===== config.mk =====
export PLATFORM = sky130hd
export DESIGN_NAME = source_comment_stripper
export DESIGN_NICKNAME = d
export VERILOG_FILES = /design/src/design/scs_pkg.sv /design/src/design/scs_front.sv /design/src/design/scs_queue.sv /design/src/design/scs_back.sv /design/src/design/source_comment_stripper.sv
export SDC_FILE = /design/constraint.sdc
export NUM_CORES = 1
export LEC_CHECK = 0
export ABC_AREA = 1
export BUFFER_PORTS_ARGS = -buffer_cell sky130_fd_sc_hd__buf_2
export CORE_MARGIN = 4
export CORE_UTILIZATION = 35
export CTS_CLUSTER_SIZE = 12
export DETAILED_ROUTE_END_ITERATION = 8
export MAX_ROUTING_LAYER = met4
export PLACE_DENSITY = 0.48
export RECOVER_POWER = 25
export SLEW_MARGIN = 20
export SYNTH_ARGS = -nofsm -noshare
export SYNTH_HDL_FRONTEND = slang
export SYNTH_SLANG_ARGS = --single-unit

===== constraint.sdc =====
create_clock -name clk -period 3.4 [get_ports clk]
set_input_delay 0.17 -clock clk [delete_from_list [all_inputs] [get_ports clk]]
set_output_delay 0.17 -clock clk [all_outputs]
set_load 0.01 [all_outputs]

===== src/design/scs_pkg.sv =====
package scs_pkg;

    localparam logic [7:0] CH_NL    = 8'd10;
    localparam logic [7:0] CH_SLASH = 8'h2F;
    localparam logic [7:0] CH_STAR  = 8'h2A;
    localparam logic [7:0] CH_LT    = 8'h3C;
    localparam logic [7:0] CH_GT    = 8'h3E;
    localparam logic [7:0] CH_BANG  = 8'h21;
    localparam logic [7:0] CH_DASH  = 8'h2D;

    localparam int unsigned BURST_MAX = 4;

    typedef enum logic [1:0] {
        MODE_TEXT   = 2'd0,
        MODE_LINE   = 2'd1,
        MODE_BLOCK  = 2'd2,
        MODE_MARKUP = 2'd3
    } scan_mode_t;

    typedef enum logic [2:0] {
        HELD_NONE         = 3'd0,
        HELD_SLASH        = 3'd1,
        HELD_LT           = 3'd2,
        HELD_LT_BANG      = 3'd3,
        HELD_LT_BANG_DASH = 3'd4
    } held_t;

    typedef struct packed {
        logic [BURST_MAX-1:0][7:0] bytes;
        logic [1:0]                last_idx;
        logic                      no_byte;
        logic                      end_of_text;
    } burst_t;

endpackage


===== src/design/scs_front.sv =====
module scs_front (
    input  logic            clk,
    input  logic            rst_n,
    input  logic            in_valid,
    output logic            in_ready,
    input  logic [7:0]      text_byte,
    input  logic            is_end,
    output logic            push,
    output scs_pkg::burst_t push_entry,
    input  logic            queue_full
);
    import scs_pkg::*;

    scan_mode_t mode_reg, mode_next;
    held_t      held_reg, held_next;
    logic [1:0] cp_reg, cp_next;
    logic       lhc_reg, lhc_next;

    logic       accept;
    logic       consumed;
    logic       is_opener;
    logic [2:0] fn;
    logic [2:0] n;
    burst_t     entry;

    assign in_ready = !queue_full;
    assign accept   = in_valid && in_ready;

    always_comb
    begin
        case (held_reg)
            HELD_SLASH:        consumed = (text_byte == CH_SLASH) || (text_byte == CH_STAR);
            HELD_LT:           consumed = (text_byte == CH_BANG);
            HELD_LT_BANG:      consumed = (text_byte == CH_DASH);
            HELD_LT_BANG_DASH: consumed = (text_byte == CH_DASH);
            default:           consumed = 1'b0;
        endcase
        case (held_reg)
            HELD_SLASH:        fn = 3'd1;
            HELD_LT:           fn = 3'd1;
            HELD_LT_BANG:      fn = 3'd2;
            HELD_LT_BANG_DASH: fn = 3'd3;
            default:           fn = 3'd0;
        endcase
        is_opener = (text_byte == CH_SLASH) || (text_byte == CH_LT);
    end

    always_comb
    begin
        mode_next = mode_reg;
        held_next = held_reg;
        cp_next   = cp_reg;
        lhc_next  = lhc_reg;
        if (is_end)
        begin
            mode_next = MODE_TEXT;
            held_next = HELD_NONE;
            cp_next   = 2'd0;
            lhc_next  = 1'b0;
        end
        else if (text_byte == CH_NL)
        begin
            held_next = HELD_NONE;
            cp_next   = 2'd0;
            lhc_next  = 1'b0;
            if (mode_reg == MODE_LINE)
                mode_next = MODE_TEXT;
        end
        else
        begin
            case (mode_reg)
                MODE_TEXT:
                begin
                    if (consumed)
                    begin
                        case (held_reg)
                            HELD_SLASH:
                            begin
                                held_next = HELD_NONE;
                                cp_next   = 2'd0;
                                mode_next = (text_byte == CH_SLASH) ? MODE_LINE : MODE_BLOCK;
                            end
                            HELD_LT:      held_next = HELD_LT_BANG;
                            HELD_LT_BANG: held_next = HELD_LT_BANG_DASH;
                            default:
                            begin
                                held_next = HELD_NONE;
                                cp_next   = 2'd0;
                                mode_next = MODE_MARKUP;
                            end
                        endcase
                    end
                    else
                    begin
                        if (text_byte == CH_SLASH)
                            held_next = HELD_SLASH;
                        else if (text_byte == CH_LT)
                            held_next = HELD_LT;
                        else
                            held_next = HELD_NONE;
                        if ((fn != 3'd0) || !is_opener)
                            lhc_next = 1'b1;
                    end
                end
                MODE_LINE:
                begin
                end
                MODE_BLOCK:
                begin
                    if ((cp_reg != 2'd0) && (text_byte == CH_SLASH))
                    begin
                        mode_next = MODE_TEXT;
                        cp_next   = 2'd0;
                    end
                    else
                        cp_next = (text_byte == CH_STAR) ? 2'd1 : 2'd0;
                end
                default:
                begin
                    if (text_byte == CH_DASH)
                        cp_next = (cp_reg >= 2'd1) ? 2'd2 : 2'd1;
                    else if ((text_byte == CH_GT) && (cp_reg >= 2'd2))
                    begin
                        mode_next = MODE_TEXT;
                        cp_next   = 2'd0;
                    end
                    else
                        cp_next = 2'd0;
                end
            endcase
        end
    end

    always_comb
    begin
        entry = '0;
        n     = 3'd0;
        case (held_reg)
            HELD_SLASH:
                entry.bytes[0] = CH_SLASH;
            HELD_LT:
                entry.bytes[0] = CH_LT;
            HELD_LT_BANG:
            begin
                entry.bytes[0] = CH_LT;
                entry.bytes[1] = CH_BANG;
            end
            HELD_LT_BANG_DASH:
            begin
                entry.bytes[0] = CH_LT;
                entry.bytes[1] = CH_BANG;
                entry.bytes[2] = CH_DASH;
            end
            default:
            begin
            end
        endcase
        if (is_end || (text_byte == CH_NL))
        begin
            n = fn;
            if (lhc_reg || (fn != 3'd0))
            begin
                entry.bytes[n[1:0]] = CH_NL;
                n = n + 3'd1;
            end
        end
        else if ((mode_reg == MODE_TEXT) && !consumed)
        begin
            n = fn;
            if (!is_opener)
            begin
                entry.bytes[n[1:0]] = text_byte;
                n = n + 3'd1;
            end
        end
        else
        begin
            n = 3'd0;
            entry.bytes = '0;
        end
        entry.end_of_text = is_end;
        entry.no_byte     = (n == 3'd0);
        entry.last_idx    = (n == 3'd0) ? 2'd0 : 2'(n - 3'd1);
        push              = accept && (is_end || (n != 3'd0));
        push_entry        = entry;
    end

    always_ff @(posedge clk or negedge rst_n)
    begin
        if (!rst_n)
        begin
            mode_reg <= MODE_TEXT;
            held_reg <= HELD_NONE;
            cp_reg   <= 2'd0;
            lhc_reg  <= 1'b0;
        end
        else if (accept)
        begin
            mode_reg <= mode_next;
            held_reg <= held_next;
            cp_reg   <= cp_next;
            lhc_reg  <= lhc_next;
        end
    end

endmodule


===== src/design/scs_queue.sv =====
module scs_queue #(
    parameter int unsigned DEPTH = 4
) (
    input  logic            clk,
    input  logic            rst_n,
    input  logic            push,
    input  scs_pkg::burst_t push_entry,
    output logic            full,
    output logic            head_valid,
    output scs_pkg::burst_t head_entry,
    input  logic            pop
);
    import scs_pkg::*;

    localparam int unsigned PTR_W = (DEPTH > 1) ? $clog2(DEPTH) : 1;
    localparam int unsigned CNT_W = $clog2(DEPTH + 1);

    burst_t             entries_reg [DEPTH];
    logic [PTR_W-1:0]   wr_ptr_reg, wr_ptr_next;
    logic [PTR_W-1:0]   rd_ptr_reg, rd_ptr_next;
    logic [CNT_W-1:0]   count_reg, count_next;
    logic               do_push, do_pop;

    assign full       = (count_reg == CNT_W'(DEPTH));
    assign head_valid = (count_reg != '0);
    assign head_entry = entries_reg[rd_ptr_reg];
    assign do_push    = push && !full;
    assign do_pop     = pop && head_valid;

    always_comb
    begin
        wr_ptr_next = wr_ptr_reg;
        rd_ptr_next = rd_ptr_reg;
        count_next  = count_reg;
        if (do_push)
            wr_ptr_next = (wr_ptr_reg == PTR_W'(DEPTH - 1)) ? '0 : wr_ptr_reg + 1'b1;
        if (do_pop)
            rd_ptr_next = (rd_ptr_reg == PTR_W'(DEPTH - 1)) ? '0 : rd_ptr_reg + 1'b1;
        if (do_push && !do_pop)
            count_next = count_reg + 1'b1;
        else if (!do_push && do_pop)
            count_next = count_reg - 1'b1;
    end

    always_ff @(posedge clk or negedge rst_n)
    begin
        if (!rst_n)
        begin
            wr_ptr_reg <= '0;
            rd_ptr_reg <= '0;
            count_reg  <= '0;
        end
        else
        begin
            wr_ptr_reg <= wr_ptr_next;
            rd_ptr_reg <= rd_ptr_next;
            count_reg  <= count_next;
        end
    end

    always_ff @(posedge clk)
    begin
        if (do_push)
            entries_reg[wr_ptr_reg] <= push_entry;
    end

endmodule


===== src/design/scs_back.sv =====
module scs_back (
    input  logic            clk,
    input  logic            rst_n,
    input  logic            head_valid,
    input  scs_pkg::burst_t head_entry,
    output logic            pop,
    output logic            out_valid,
    input  logic            out_ready,
    output logic [7:0]      out_byte,
    output logic            out_no_byte,
    output logic            out_last
);
    import scs_pkg::*;

    logic [1:0] idx_reg, idx_next;
    logic       valid_reg;
    logic [7:0] byte_reg;
    logic       no_byte_reg;
    logic       last_reg;
    logic       load;
    logic       at_last;

    assign load      = head_valid && (!valid_reg || out_ready);
    assign at_last   = (idx_reg == head_entry.last_idx);
    assign pop       = load && at_last;
    assign idx_next  = at_last ? 2'd0 : idx_reg + 2'd1;

    assign out_valid   = valid_reg;
    assign out_byte    = byte_reg;
    assign out_no_byte = no_byte_reg;
    assign out_last    = last_reg;

    always_ff @(posedge clk or negedge rst_n)
    begin
        if (!rst_n)
        begin
            valid_reg <= 1'b0;
            idx_reg   <= 2'd0;
        end
        else
        begin
            if (load)
            begin
                valid_reg <= 1'b1;
                idx_reg   <= idx_next;
            end
            else if (out_ready)
                valid_reg <= 1'b0;
        end
    end

    always_ff @(posedge clk)
    begin
        if (load)
        begin
            byte_reg    <= head_entry.bytes[idx_reg];
            no_byte_reg <= head_entry.no_byte;
            last_reg    <= head_entry.end_of_text && at_last;
        end
    end

endmodule


===== src/design/source_comment_stripper.sv =====
// Source comment stripper.
// Input stream (s_axis): one byte of text per transaction in tdata; tlast high
// marks the end of the text, and tdata is then ignored.
// Output stream (m_axis): one byte of stripped text per transaction in tdata;
// tuser flags a transaction that carries no byte (an empty end flush); tlast
// marks the final transaction caused by the end marker.
// Line, block and markup comments are removed, empty lines dropped.
// Each input byte yields zero to four output bytes (held opener bytes plus
// the current one). Input is taken every cycle while the burst queue between
// the classifier and the serialiser has room; output runs at one byte per
// cycle while m_axis_tready is high, so sustained throughput is one input per
// cycle unless held-back opener bytes are released, in which case the output
// port sets the rate. Output bytes pass the queue, then the output register.
// Reset clears the scan state, empties the queue and drops m_axis_tvalid.
// A stalled receiver holds the output register; the queue then fills and
// s_axis_tready falls once QUEUE_DEPTH bursts are waiting.
module source_comment_stripper #(
    parameter int unsigned QUEUE_DEPTH = 4
) (
    input  logic       clk,
    input  logic       rst_n,
    input  logic       s_axis_tvalid,
    output logic       s_axis_tready,
    input  logic [7:0] s_axis_tdata,   // [7:0] text_byte
    input  logic       s_axis_tlast,   // is_end
    output logic       m_axis_tvalid,
    input  logic       m_axis_tready,
    output logic [7:0] m_axis_tdata,   // [7:0] out_byte
    output logic       m_axis_tuser,   // [0] no_byte
    output logic       m_axis_tlast    // end_of_text
);
    import scs_pkg::*;

    logic   push;
    burst_t push_entry;
    logic   queue_full;
    logic   head_valid;
    burst_t head_entry;
    logic   pop;

    scs_front u_front (
        .clk        (clk),
        .rst_n      (rst_n),
        .in_valid   (s_axis_tvalid),
        .in_ready   (s_axis_tready),
        .text_byte  (s_axis_tdata),
        .is_end     (s_axis_tlast),
        .push       (push),
        .push_entry (push_entry),
        .queue_full (queue_full)
    );

    scs_queue #(
        .DEPTH (QUEUE_DEPTH)
    ) u_queue (
        .clk        (clk),
        .rst_n      (rst_n),
        .push       (push),
        .push_entry (push_entry),
        .full       (queue_full),
        .head_valid (head_valid),
        .head_entry (head_entry),
        .pop        (pop)
    );

    scs_back u_back (
        .clk         (clk),
        .rst_n       (rst_n),
        .head_valid  (head_valid),
        .head_entry  (head_entry),
        .pop         (pop),
        .out_valid   (m_axis_tvalid),
        .out_ready   (m_axis_tready),
        .out_byte    (m_axis_tdata),
        .out_no_byte (m_axis_tuser),
        .out_last    (m_axis_tlast)
    );

endmodule

==> reports/qor.yml <==
grt_usage: 0.1759
antenna_found_initial: 0
remaining_drc_errors: 0
p_comb_frac: 0.326
first_pass_iters: 5
min_period_over_period: 0.9229
syn_area_um2: 7755
grt_overflow: 0
post_cts_buffers: 0
final_max_slew_viol_count: 31
htree_levels: 4
synth.ff_latch_count: 172
diodes: 0
die_w_um: 156.9
violations: "capacitance limit, slew limit"
grt_start_max_net_pins: 53
relSlewSlack: -0.05944
synth_fp_nets: 716
crit_path_start_kind: "flip-flop"
swShare: 0.3689
layout-drive-gt1-share: 0.1511
fp.dieH_um: 156.9
root_buffer: "clkbuf_16"
cap_violations: 1
status: "complete, but fails checks"
vias_per_cell: 5.284
critPathArrivalTime_ns: 3.44
power.share.sequential: 0.410
critPathCaptureType: "flip-flop"
core_area_um2: 21820
grt_first_pass_wirelength_um: 31510
clk_pin_slew_worst_paths_ns: 0.07
hp-class: "in2reg"
fin_crit_ns: 3.138
synth_top_area_frac: 0.5963
start_util: 0.3553
p_int_mw: 4.642
grt_pass1_vias: 5460
leakage_nw: 3.299
ioPinCount: 25
synth_top_cell_by_area: "edfxtp_1"
synth_area_per_cell_um2: 11.21
dieArea_um2: 24600
drt_iter0_markers: 360
tightest_slew_ns: 1.589
rows: 54
setup_viol: 0
gp_congestion: 0.8864
fin_nets: 752
fmax_mhz: 318.7
wl_um: 20190
place_hpwl_um: 13040
wire_per_inst_um: 19.77
path_class: "reg2reg"
antenna_left: 0
fin_skew_ns: 0.01097
syn_inst: 692
clk_path_buf_depth: 2
clockPowerShare: 0.264
yosysSeqAreaShare: 0.6544
vdd_drop_max_mv: 0.4149
fin_tns_setup_ns: 0
synthDistinctLibCells: 38
portBuffers: 24
setup_ws_ns: 0.2623
cts_tree: "done"
ys_warn_count: 0
cp_max_fo: 5
finalHoldViolations: 0
pwr_density_cell_nw_per_um2: 822.8
clk_latency_ns: 0.43
clock_sink_count: 172
post-place-ws_ns: 0.03763
cp_data_required_time_ns: 3.70
yosys-top-cells-area: "edfxtp_1 (60%), o21ai_0 (6.5%), dfrtp_1 (5.8%)"
cts-buffers-inserted: 17
vias: 5395
largest_register_ffs: 144
synthToLayoutAreaGrowth_pct: 15.26
p_sw_mw: 2.713
## timing repair
| item | CTS | global route |
|---|---|---|
| hold buffers | 2 | 0 |
| hold endpoints to repair | 19 | 0 |
| gates resized for setup | 0 | 9 |
| endpoints found under the setup margin | 0 | 2 |
## cell type report
cell class	instances	area, um2
Tap cell	280	350.3
Timing Repair Buffer	45	304.0
Fill cell	2072	12880
Multi-Input combinational cell	431	2377
Clock buffer	17	425.4
Clock inverter	15	176.4
Sequential cell	172	5076
Inverter	61	229.0
## per-stage QoR
stage                     hold slack, ns    util  instances  area (um2)  power, mW
final                             0.2344  0.4096       1021        8939      7.355
after global routing              0.2366  0.4096       1021        8939      7.885
after CTS                         0.1017  0.4103       1021        8954      7.464
after detailed placement          0.1613  0.3818        987        8332      5.520
after global placement            0.1501  0.3818        987        8332      5.460
after floorplan                  -0.1256       -        692        7755      4.597
## power groups by stage
stage / Sequential [mW] / Combinational (mW) / Clock (mW)
after floorplan: 3.05 / 1.55 / 0
after global placement: 3.04 / 2.42 / 0
after detailed placement: 3.06 / 2.46 / 0
after CTS: 3.01 / 2.47 / 1.98
after global routing: 3.06 / 2.74 / 2.09
final: 3.01 / 2.40 / 1.94
## worst max-delay path: stages, from the launching register on
cell and delay [ns]:
dfrtp_1 0.41, inv_2 0.07, nand3_2 0.13, inv_1 0.10, nor2_4 0.15, ha_2 0.22
inv_2 0.08, nor2_4 0.12, inv_1 0.10, a21oi_1 0.14, o21ai_1 0.09, nand2_2 0.12
nor2_4 0.04, nand3_2 0.10, nand2_4 0.05, inv_1 0.06, ha_1 0.13, inv_1 0.08
fa_1 0.46, a21oi_2 0.14, o21ai_1 0.09, xor2_1 0.14
## per-layer routing
layer / part of all wire / vias up / GRT usage / wire length, um
met1: 0.45 / 2683 / 0.2269 / 9020
met5: 0 / - / - / 0
met3: 0.041 / 30 / 0.03733 / 824
met2: 0.49 / 130 / 0.2827 / 9902
li1: - / 2552 / - / -
met4: 0.022 / 0 / 0.04876 / 439
## placed cells by master (no fill, tap or decap), drive strengths merged, types with 4 or more instances in the layout
cell / instances
edfxtp: 154
nor2: 120
o21ai: 103
nand2: 80
inv: 68
clkbuf: 34
nand3: 33
buf: 26
o221ai: 24
dfrtp: 18
o22ai: 16
a21oi: 11
o211ai: 10
ha: 10
nor3: 7
clkinv: 6
xor2: 4
## cell families after synthesis
| group | after synthesis | synth area share |
|---|---|---|
| simple gates | 243 | 0.1450 |
| compound gates | 172 | 0.1320 |
| flops | 172 | 0.6544 |
| buf+inv | 89 | 0.04421 |
| fa+ha+maj | 11 | 0.01872 |
| xor+xnor | 5 | 0.005647 |
## cell usage after synthesis
cell      instances
clkinv_1          1
buf_1             1
clkbuf_1         22
o21ai_0         101
xor2_1            4
nand4_1           2
nand2_1          63
o211ai_1         10
a31oi_1           2
xnor2_1           1
inv_2            12
buf_4             1
nor2_4            4
inv_1            48
edfxtp_1        154
nand3_2           7
buf_2             4
nor3_2            1
o21ai_2           1
o31ai_1           2
nand2_4           4
a211oi_1          2
nor2_2            9
nand2_2          13
nor2_1          107
o22ai_1          16
a21oi_1          10
nor4_1            1
a21oi_2           1
nand3_1          26
o32ai_1           1
fa_1              1
o21ai_1           1
o221ai_1         24
nor3_1            6
dfrtp_1          18
ha_1             10
o41ai_1           1
## worst paths after layout
check | end | cells after the start | slack, ns | start
worst max-delay path | u_queue.count_reg[2] | 21 | 0.26 | u_front.held_reg[1]
worst min-delay path | u_queue.entries_reg[0][6] | 3 | 0.23 | s_axis_tdata[2]
worst max register to register | u_queue.count_reg[2] | 21 | 0.26 | u_front.held_reg[1]
worst min register to register | u_front.cp_reg[0] | 2 | 0.51 | u_front.cp_reg[0]
max in group asynchronous | u_queue.rd_ptr_reg[0] | 2 | 2.12 | rst_n
min in group asynchronous | u_queue.wr_ptr_reg[1] | 2 | 0.50 | rst_n
Power figures use the tool's default switching activity.
